$ cat src/design/fmsh_pkg.sv
// Shared constants and types for the folded mid-square decimal hash core.
package fmsh_pkg;

    // Field widths
    localparam int ID_W   = 31;
    localparam int KEY_W  = 10;
    localparam int KD_W   = 2;

    // Decimal digit handling
    localparam int DIGIT_W    = 4;
    localparam int BCD_DIGITS = 10;
    localparam int LO_DIGITS  = 4;
    localparam int HI_DIGITS  = 3;

    // Internal arithmetic widths
    localparam int REV_LO_W = 14;
    localparam int REV_HI_W = 10;
    localparam int FOLD_W   = 14;
    localparam int PROD_W   = 2 * FOLD_W;

    // Reversal runs one step per low-part digit
    localparam int REV_CNT_W = $clog2(LO_DIGITS);
    localparam int POS_W     = $clog2(BCD_DIGITS);

    localparam logic [KD_W-1:0]  KEY_DIGITS_RESET = KD_W'(1);
    localparam logic [KEY_W-1:0] KEY_MAX          = KEY_W'(999);

    typedef enum logic [2:0] {
        ST_IDLE,
        ST_CONV_ID,
        ST_REVERSE,
        ST_FOLD,
        ST_SQUARE,
        ST_CONV_SQ,
        ST_KEY,
        ST_DONE
    } fsm_state_t;

endpackage

$ cat src/design/fmsh_bcd_conv.sv
// Bit-serial binary to BCD converter (shift and add-3), one input bit per cycle.
module fmsh_bcd_conv #(
    parameter int DATA_W = fmsh_pkg::ID_W,
    parameter int DIGITS = fmsh_pkg::BCD_DIGITS
) (
    input  logic                                  aclk,
    input  logic                                  aresetn,
    input  logic                                  start,
    input  logic [DATA_W-1:0]                     din,
    output logic                                  done,
    output logic [DIGITS*fmsh_pkg::DIGIT_W-1:0]   bcd
);

    localparam int DW    = fmsh_pkg::DIGIT_W;
    localparam int BCD_W = DIGITS * DW;
    localparam int CNT_W = $clog2(DATA_W + 1);

    logic [DATA_W-1:0] shift_reg, shift_next;
    logic [BCD_W-1:0]  bcd_reg, bcd_next;
    logic [BCD_W-1:0]  adj_bcd;
    logic [CNT_W-1:0]  cnt_reg, cnt_next;
    logic              done_reg, done_next;
    logic              busy;

    assign busy = (cnt_reg != '0);

    // Correct every digit that would overflow on the next doubling
    always_comb begin
        for (int d = 0; d < DIGITS; d++) begin
            if (bcd_reg[d*DW +: DW] >= DW'(5)) begin
                adj_bcd[d*DW +: DW] = bcd_reg[d*DW +: DW] + DW'(3);
            end else begin
                adj_bcd[d*DW +: DW] = bcd_reg[d*DW +: DW];
            end
        end
    end

    // Load on start, then shift one binary bit into the digits per cycle
    always_comb begin
        shift_next = shift_reg;
        bcd_next   = bcd_reg;
        cnt_next   = cnt_reg;
        done_next  = 1'b0;
        if (start) begin
            shift_next = din;
            bcd_next   = '0;
            cnt_next   = CNT_W'(DATA_W);
        end else if (busy) begin
            shift_next = {shift_reg[DATA_W-2:0], 1'b0};
            bcd_next   = {adj_bcd[BCD_W-2:0], shift_reg[DATA_W-1]};
            cnt_next   = cnt_reg - CNT_W'(1);
            done_next  = (cnt_reg == CNT_W'(1));
        end
    end

    always_ff @(posedge aclk) begin
        if (!aresetn) begin
            cnt_reg  <= '0;
            done_reg <= 1'b0;
        end else begin
            cnt_reg  <= cnt_next;
            done_reg <= done_next;
        end
        shift_reg <= shift_next;
        bcd_reg   <= bcd_next;
    end

    assign done = done_reg;
    assign bcd  = bcd_reg;

endmodule

$ cat src/design/fmsh_ser_mult.sv
// Bit-serial shift-and-add multiplier, one multiplier bit per cycle.
module fmsh_ser_mult #(
    parameter int OP_W = fmsh_pkg::FOLD_W
) (
    input  logic                aclk,
    input  logic                aresetn,
    input  logic                start,
    input  logic [OP_W-1:0]     op_a,
    input  logic [OP_W-1:0]     op_b,
    output logic                done,
    output logic [2*OP_W-1:0]   product
);

    localparam int P_W   = 2 * OP_W;
    localparam int CNT_W = $clog2(OP_W + 1);

    logic [P_W-1:0]   mcand_reg, mcand_next;
    logic [OP_W-1:0]  mplier_reg, mplier_next;
    logic [P_W-1:0]   acc_reg, acc_next;
    logic [CNT_W-1:0] cnt_reg, cnt_next;
    logic             done_reg, done_next;

    // Add the shifted multiplicand for each set multiplier bit, LSB first
    always_comb begin
        mcand_next  = mcand_reg;
        mplier_next = mplier_reg;
        acc_next    = acc_reg;
        cnt_next    = cnt_reg;
        done_next   = 1'b0;
        if (start) begin
            mcand_next  = P_W'(op_a);
            mplier_next = op_b;
            acc_next    = '0;
            cnt_next    = CNT_W'(OP_W);
        end else if (cnt_reg != '0) begin
            if (mplier_reg[0]) begin
                acc_next = acc_reg + mcand_reg;
            end
            mcand_next  = {mcand_reg[P_W-2:0], 1'b0};
            mplier_next = {1'b0, mplier_reg[OP_W-1:1]};
            cnt_next    = cnt_reg - CNT_W'(1);
            done_next   = (cnt_reg == CNT_W'(1));
        end
    end

    always_ff @(posedge aclk) begin
        if (!aresetn) begin
            cnt_reg  <= '0;
            done_reg <= 1'b0;
        end else begin
            cnt_reg  <= cnt_next;
            done_reg <= done_next;
        end
        mcand_reg  <= mcand_next;
        mplier_reg <= mplier_next;
        acc_reg    <= acc_next;
    end

    assign done    = done_reg;
    assign product = acc_reg;

endmodule

$ cat src/design/fold_mid_square_decimal_hash_core.sv
// Top level: sequencer, digit reversal, key digit pick and result register.
// From accept to m_valid an ID passes two 31-step BCD conversions,
//   four reversal steps, a 14-step serial square and zero to three key digits.
// The next ID is taken only once the last result sits in the output register,
//   so the serial steps above and any stall on the result side set the rate.
// Reset: synchronous active low; key_digits returns to 1, output is empty.
module fold_mid_square_decimal_hash_core (
    input  logic                        aclk,
    input  logic                        aresetn,
    input  logic                        s_valid,
    output logic                        s_ready,
    input  logic [fmsh_pkg::ID_W-1:0]   s_student_id,
    output logic                        m_valid,
    input  logic                        m_ready,
    output logic [fmsh_pkg::KEY_W-1:0]  m_hash_key,
    input  logic                        cfg_valid,
    output logic                        cfg_ready,
    input  logic [fmsh_pkg::KD_W-1:0]   cfg_key_digits
);

    localparam int DW     = fmsh_pkg::DIGIT_W;
    localparam int BCD_W  = fmsh_pkg::BCD_DIGITS * DW;
    localparam int LO_W   = fmsh_pkg::LO_DIGITS * DW;
    localparam int HI_W   = fmsh_pkg::HI_DIGITS * DW;
    localparam int ID_W   = fmsh_pkg::ID_W;
    localparam int KEY_W  = fmsh_pkg::KEY_W;
    localparam int KD_W   = fmsh_pkg::KD_W;
    localparam int POS_W  = fmsh_pkg::POS_W;
    localparam int RC_W   = fmsh_pkg::REV_CNT_W;
    localparam int RLO_W  = fmsh_pkg::REV_LO_W;
    localparam int RHI_W  = fmsh_pkg::REV_HI_W;
    localparam int FOLD_W = fmsh_pkg::FOLD_W;
    localparam int PROD_W = fmsh_pkg::PROD_W;

    fmsh_pkg::fsm_state_t state_reg, state_next;

    logic [KD_W-1:0]   key_digits_reg;
    logic              m_valid_reg;
    logic [KEY_W-1:0]  m_key_reg;

    logic [LO_W-1:0]   lo_sh_reg;
    logic [HI_W-1:0]   hi_sh_reg;
    logic [RLO_W-1:0]  rev_lo_reg, rev_lo_next;
    logic [RHI_W-1:0]  rev_hi_reg, rev_hi_next;
    logic [RC_W-1:0]   rev_cnt_reg;

    logic [POS_W-1:0]  pos_reg;
    logic [KD_W-1:0]   kcnt_reg;
    logic              exh_reg;
    logic [KEY_W-1:0]  key_reg, key_next;

    logic              conv_start, conv_done;
    logic [ID_W-1:0]   conv_din;
    logic [BCD_W-1:0]  bcd;
    logic              mult_start, mult_done;
    logic [PROD_W-1:0] product;
    logic [FOLD_W-1:0] folded;

    logic [POS_W-1:0]  top_idx;
    logic [POS_W-1:0]  start_pos;
    logic [DW-1:0]     key_digit;
    logic              key_end;
    logic              out_free;

    // Serial converter, shared by the ID and the square
    fmsh_bcd_conv #(
        .DATA_W (ID_W),
        .DIGITS (fmsh_pkg::BCD_DIGITS)
    ) u_conv (
        .aclk    (aclk),
        .aresetn (aresetn),
        .start   (conv_start),
        .din     (conv_din),
        .done    (conv_done),
        .bcd     (bcd)
    );

    // Serial squarer
    fmsh_ser_mult #(
        .OP_W (FOLD_W)
    ) u_mult (
        .aclk    (aclk),
        .aresetn (aresetn),
        .start   (mult_start),
        .op_a    (folded),
        .op_b    (folded),
        .done    (mult_done),
        .product (product)
    );

    assign folded    = FOLD_W'(rev_hi_reg) + FOLD_W'(rev_lo_reg);
    assign out_free  = !m_valid_reg || m_ready;
    assign key_end   = (kcnt_reg == '0) || exh_reg;
    assign key_digit = bcd[{pos_reg, 2'b00} +: DW];

    // Locate the most significant nonzero digit of the square
    always_comb begin
        top_idx = '0;
        for (int i = 0; i < fmsh_pkg::BCD_DIGITS; i++) begin
            if (bcd[i*DW +: DW] != '0) begin
                top_idx = POS_W'(i);
            end
        end
        start_pos = top_idx - (top_idx >> 1);
    end

    // Reverse both parts, one digit per step, stopping at leading zeros
    always_comb begin
        rev_lo_next = rev_lo_reg;
        rev_hi_next = rev_hi_reg;
        if (lo_sh_reg != '0) begin
            rev_lo_next = (rev_lo_reg << 3) + (rev_lo_reg << 1)
                        + RLO_W'(lo_sh_reg[DW-1:0]);
        end
        if (hi_sh_reg != '0) begin
            rev_hi_next = (rev_hi_reg << 3) + (rev_hi_reg << 1)
                        + RHI_W'(hi_sh_reg[DW-1:0]);
        end
    end

    // Append one square digit to the key
    assign key_next = (key_reg << 3) + (key_reg << 1) + KEY_W'(key_digit);

    // Next state
    always_comb begin
        state_next = state_reg;
        unique case (state_reg)
            fmsh_pkg::ST_IDLE: begin
                if (s_valid) state_next = fmsh_pkg::ST_CONV_ID;
            end
            fmsh_pkg::ST_CONV_ID: begin
                if (conv_done) state_next = fmsh_pkg::ST_REVERSE;
            end
            fmsh_pkg::ST_REVERSE: begin
                if (rev_cnt_reg == RC_W'(fmsh_pkg::LO_DIGITS - 1)) begin
                    state_next = fmsh_pkg::ST_FOLD;
                end
            end
            fmsh_pkg::ST_FOLD: begin
                state_next = fmsh_pkg::ST_SQUARE;
            end
            fmsh_pkg::ST_SQUARE: begin
                if (mult_done) state_next = fmsh_pkg::ST_CONV_SQ;
            end
            fmsh_pkg::ST_CONV_SQ: begin
                if (conv_done) state_next = fmsh_pkg::ST_KEY;
            end
            fmsh_pkg::ST_KEY: begin
                if (key_end) state_next = fmsh_pkg::ST_DONE;
            end
            fmsh_pkg::ST_DONE: begin
                if (out_free) state_next = fmsh_pkg::ST_IDLE;
            end
            default: state_next = fmsh_pkg::ST_IDLE;
        endcase
    end

    // Control outputs
    always_comb begin
        s_ready    = 1'b0;
        conv_start = 1'b0;
        conv_din   = s_student_id;
        mult_start = 1'b0;
        unique case (state_reg)
            fmsh_pkg::ST_IDLE: begin
                s_ready    = 1'b1;
                conv_start = s_valid;
            end
            fmsh_pkg::ST_FOLD: begin
                mult_start = 1'b1;
            end
            fmsh_pkg::ST_SQUARE: begin
                conv_start = mult_done;
                conv_din   = {{(ID_W - PROD_W){1'b0}}, product};
            end
            default: begin
                s_ready = 1'b0;
            end
        endcase
    end

    // State, configuration and result register
    always_ff @(posedge aclk) begin
        if (!aresetn) begin
            state_reg      <= fmsh_pkg::ST_IDLE;
            key_digits_reg <= fmsh_pkg::KEY_DIGITS_RESET;
            m_valid_reg    <= 1'b0;
        end else begin
            state_reg <= state_next;
            if (cfg_valid) begin
                key_digits_reg <= cfg_key_digits;
            end
            if (state_reg == fmsh_pkg::ST_DONE && out_free) begin
                m_valid_reg <= 1'b1;
            end else if (m_ready) begin
                m_valid_reg <= 1'b0;
            end
        end
    end

    // Datapath registers
    always_ff @(posedge aclk) begin
        if (state_reg == fmsh_pkg::ST_DONE && out_free) begin
            m_key_reg <= key_reg;
        end
        // capture the two parts of the last seven digits
        if (state_reg == fmsh_pkg::ST_CONV_ID && conv_done) begin
            lo_sh_reg   <= bcd[LO_W-1:0];
            hi_sh_reg   <= bcd[LO_W +: HI_W];
            rev_lo_reg  <= '0;
            rev_hi_reg  <= '0;
            rev_cnt_reg <= '0;
        end
        // advance the reversal
        if (state_reg == fmsh_pkg::ST_REVERSE) begin
            lo_sh_reg   <= lo_sh_reg >> DW;
            hi_sh_reg   <= hi_sh_reg >> DW;
            rev_lo_reg  <= rev_lo_next;
            rev_hi_reg  <= rev_hi_next;
            rev_cnt_reg <= rev_cnt_reg + RC_W'(1);
        end
        // set up the key pick at the middle digit
        if (state_reg == fmsh_pkg::ST_CONV_SQ && conv_done) begin
            pos_reg  <= start_pos;
            kcnt_reg <= key_digits_reg;
            exh_reg  <= 1'b0;
            key_reg  <= '0;
        end
        // take one digit, stop at the end of the square
        if (state_reg == fmsh_pkg::ST_KEY && !key_end) begin
            key_reg  <= key_next;
            kcnt_reg <= kcnt_reg - KD_W'(1);
            if (pos_reg == '0) begin
                exh_reg <= 1'b1;
            end else begin
                pos_reg <= pos_reg - POS_W'(1);
            end
        end
    end

    assign m_valid    = m_valid_reg;
    assign m_hash_key = m_key_reg;
    assign cfg_ready  = 1'b1;

    // Accepted ID starts the first conversion
    a_accept_conv: assert property (@(posedge aclk) disable iff (!aresetn)
        s_valid && s_ready |=> state_reg == fmsh_pkg::ST_CONV_ID)
        else $error("accepted ID did not start conversion");

    // Key never exceeds three decimal digits
    a_key_range: assert property (@(posedge aclk) disable iff (!aresetn)
        m_valid |-> m_hash_key <= fmsh_pkg::KEY_MAX)
        else $error("hash key out of range");

    // Converter finishes only while the sequencer waits on it
    a_conv_done: assert property (@(posedge aclk) disable iff (!aresetn)
        conv_done |-> (state_reg == fmsh_pkg::ST_CONV_ID ||
                       state_reg == fmsh_pkg::ST_CONV_SQ))
        else $error("unexpected converter completion");

    // Multiplier finishes only during the square step
    a_mult_done: assert property (@(posedge aclk) disable iff (!aresetn)
        mult_done |-> state_reg == fmsh_pkg::ST_SQUARE)
        else $error("unexpected multiplier completion");

endmodule

$ cat config.mk
export PLATFORM = sky130hd
export DESIGN_NAME = fold_mid_square_decimal_hash_core
export DESIGN_NICKNAME = d
export VERILOG_FILES = /design/src/design/fmsh_pkg.sv /design/src/design/fmsh_bcd_conv.sv /design/src/design/fmsh_ser_mult.sv /design/src/design/fold_mid_square_decimal_hash_core.sv
export SDC_FILE = /design/constraint.sdc
export NUM_CORES = 1
export LEC_CHECK = 0
export BUFFER_PORTS_ARGS = -buffer_cell sky130_fd_sc_hd__buf_2
export CORE_ASPECT_RATIO = 1.2
export CORE_UTILIZATION = 57
export DETAILED_ROUTE_END_ITERATION = 8
export GPL_TIMING_DRIVEN = 0
export PLACE_DENSITY = 0.85
export SYNTH_ARGS = -nofsm -noshare
export SYNTH_HDL_FRONTEND = slang
export SYNTH_SLANG_ARGS = --single-unit
$ cat constraint.sdc
create_clock -name aclk -period 3.64 [get_ports aclk]
set_input_delay 0.364 -clock aclk [delete_from_list [all_inputs] [get_ports aclk]]
set_output_delay 0.364 -clock aclk [all_outputs]
set_load 0.005 [all_outputs]
==> results.cfg <==
[worst_setup_path]
worstSetupPathType = reg -> reg
rrSetupSlack_ns = 0.11
crit_start = pos_reg[0]
worstReg2RegStart = pos_reg[0]
end_kind = register
critPathRequiredTime_ns = 3.92
crit_fanout = 5
reg2reg_depth = 14
crit_arrival_ns = 3.80
r2r-end = key_reg[9]
startpoint_type = register

[clocking]
clockRootBuffer = clkbuf_16
clock_path_buffers = 3
cts.sink_count = 239
htreeDepth = 1
cts.clk_slew.worst_paths_ns = 0.06
clkLatencyLatePin_ns = 0.54
numCtsBuffers = 25
cts_tree = done

[synthesis]
synth_edf_count = 127
syn_inst = 1505
syn_avg_cell_area_sq_um = 9.21
ys.flop_type = edfxtp_1
yosys.cell_types.count = 69
synth_nets = 1668
synth_area_sq_mm = 0.0139
async_reset_ff_share_pct = 0
ys_seq_area_share_pct = 43.7
synth_warnings = 0
ys_ff_latch = 239

[die]
start_util_pct = 58.0
die_area_sq_mm = 0.0250
fp.dieH_microns = 173
coreArea_sq_mm = 0.0239
pin_count = 51
die-width_microns = 144
num_rows = 62

[final_layout]
area_delta_synth_final_pct = 12.3
final_common_cell = nand2_1
fin_nets = 1751
largest_register_ffs = 40
most-common-layout-cells = 290 x nand2_1, 150 x a21oi_1, 127 x edfxtp_1
nFillCells = 1888
antenna_cells = 0
drive_above_1_share_pct = 8.96

[routing]
dr.pass1.iters = 5
met1Wirelength_mm = 13.3
via_per_inst = 5.87
num_vias = 11300
wirelength_mm = 33.4
dr.first_iter.drc_count = 841
met3WireLength_mm = 1.59
drcViolationCount = 0
drt-wirelength-per-cell_microns = 17.4
wl_met2_mm = 17.2
highest_layer = met4
drtAntennaViolNets = 0

[placement]
io_buffers = 49
hpwl_mm = 24.2
gp_congestion = 0.994
dp_slack_ns = -0.336

[global_route]
grt_pass1_vias = 11300
antenna_found_initial = 0
grt_pass1_wl_mm = 53.8
grt_use_total_pct = 27.0
grt_max_degree = 32
grt_overflow = 0

[sta]
setup_violations = 0
max_freq_mhz = 284
grt_setup_unrepaired = true
tightest_slew_ns = 1.23
worst_clock_skew_ns = 0.0135
slew_violations = 0
fin_ws_ns = 0.114
final_hold_viol_count = 0
fin_crit_ns = 3.53
hold_slack_ns = 0.0364
period_share_pct = 96.9
timing.slew.headroom_pct = 17.5

[job]
max_cap_violations = 0

[min_path]
min-delay-start = cfg_key_digits[0]
min_to = key_digits_reg[0]
hp-class = in -> reg
hold_path_depth = 3

[pwr]
power_density_mw_per_mm2 = 608
leakage_nw = 6.36
irDropWorstVdd_uv = 393
p_total_mw = 9.47

[status]
outcome = finished clean
==> per-stage QoR <==
stage                     std cells  setup TNS [ns]  utilization [%]  area, sq um
after floorplan                1505               0                -        13900
after global placement         1874          -0.168             60.8        14500
after detailed placement       1875          -0.435             60.8        14500
after CTS                      1923               0             64.9        15500
after global routing           1927         -0.0480             65.2        15600
final                          1927               0             65.2        15600
==> power by group <==
group	internal, mW	total (mW)	leakage [nW]	switching [mW]
sequential	3.30	3.75	2.14	0.452
combinational	1.22	2.86	3.78	1.64
clock	1.76	2.85	0.452	1.10
==> synthesized netlist by cell type (17+ instances only) <==
library cell  instances  share of area (%)
clkbuf_1             53                1.4
nor2_1               98                2.7
a21oi_1             155                5.6
edfxtp_1            127                 28
mux2i_1              33                2.4
inv_1                49                1.3
a211oi_1             18               0.97
and2_1               17               0.77
dfxtp_1             112                 16
xnor2_1              55                3.5
o21ai_0             119                4.3
nand2_1             290                7.8
nand3_1              24               0.87
nor3_1               21               0.76
ha_1                116                 10
==> cell type report <==
cell class	instances	area, sq um	share of cell area (%)
clock inverters	11	201	1.29
well taps	320	400	2.57
flip-flops and latches	239	6060	38.9
clock buffers	35	724	4.65
multi-input cells	1152	7410	47.6
repair buffers	56	322	2.06
plain buffers	64	277	1.78
inverters	50	188	1.20
==> repair_timing <==
action,4_1_cts,5_1_grt
pin swaps,3,8
gates resized for setup,11,7
hold endpoints to repair,0,0
hold buffers,0,0
buffers inserted,2,3
endpoints found under the setup margin,3,2
==> worst max path at each step <==
stage	end	slack, ns	cells past startpoint
floorplan	key_reg[9]	0.16	15
global placement	key_reg[9]	-0.17	14
detailed placement	key_reg[9]	-0.34	14
CTS	key_reg[8]	0.002	14
global route	key_reg[9]	-0.05	14
finish	key_reg[9]	0.11	14
==> metal layers <==
metal / up-vias / GRT usage, %
li1: 5521 / -
met1: 5341 / 31.6
met2: 343 / 48.3
met3: 97 / 3.32
met4: 0 / 12.5
met5: - / 0
==> critical path, cell delays in order (launching register included) <==
cell and delay [ns]:
dfxtp_2 0.33, buf_8 0.11, mux4_2 0.52, a221oi_2 0.29
a21oi_2 0.07, fa_1 0.48, ha_1 0.30, a21o_1 0.18
a21oi_2 0.17, o21bai_2 0.10, a21oi_2 0.21, o21bai_2 0.11
a21oi_2 0.19, xnor2_1 0.14, nor2_1 0.06
==> kinds of logic after synthesis <==
family	Yosys count	synth area share, %
AO/OA/AOI/OAI	377	15.8
XOR/XNOR	70	4.42
adder cells (fa/ha/maj)	125	11.8
buffers and inverters	114	3.17
flip-flops	239	43.7
multiplexers	47	4.17
other	1	0.0270
AND/OR/NAND/NOR	532	17.0
No activity file was read; power rests on OpenSTA's default activity.
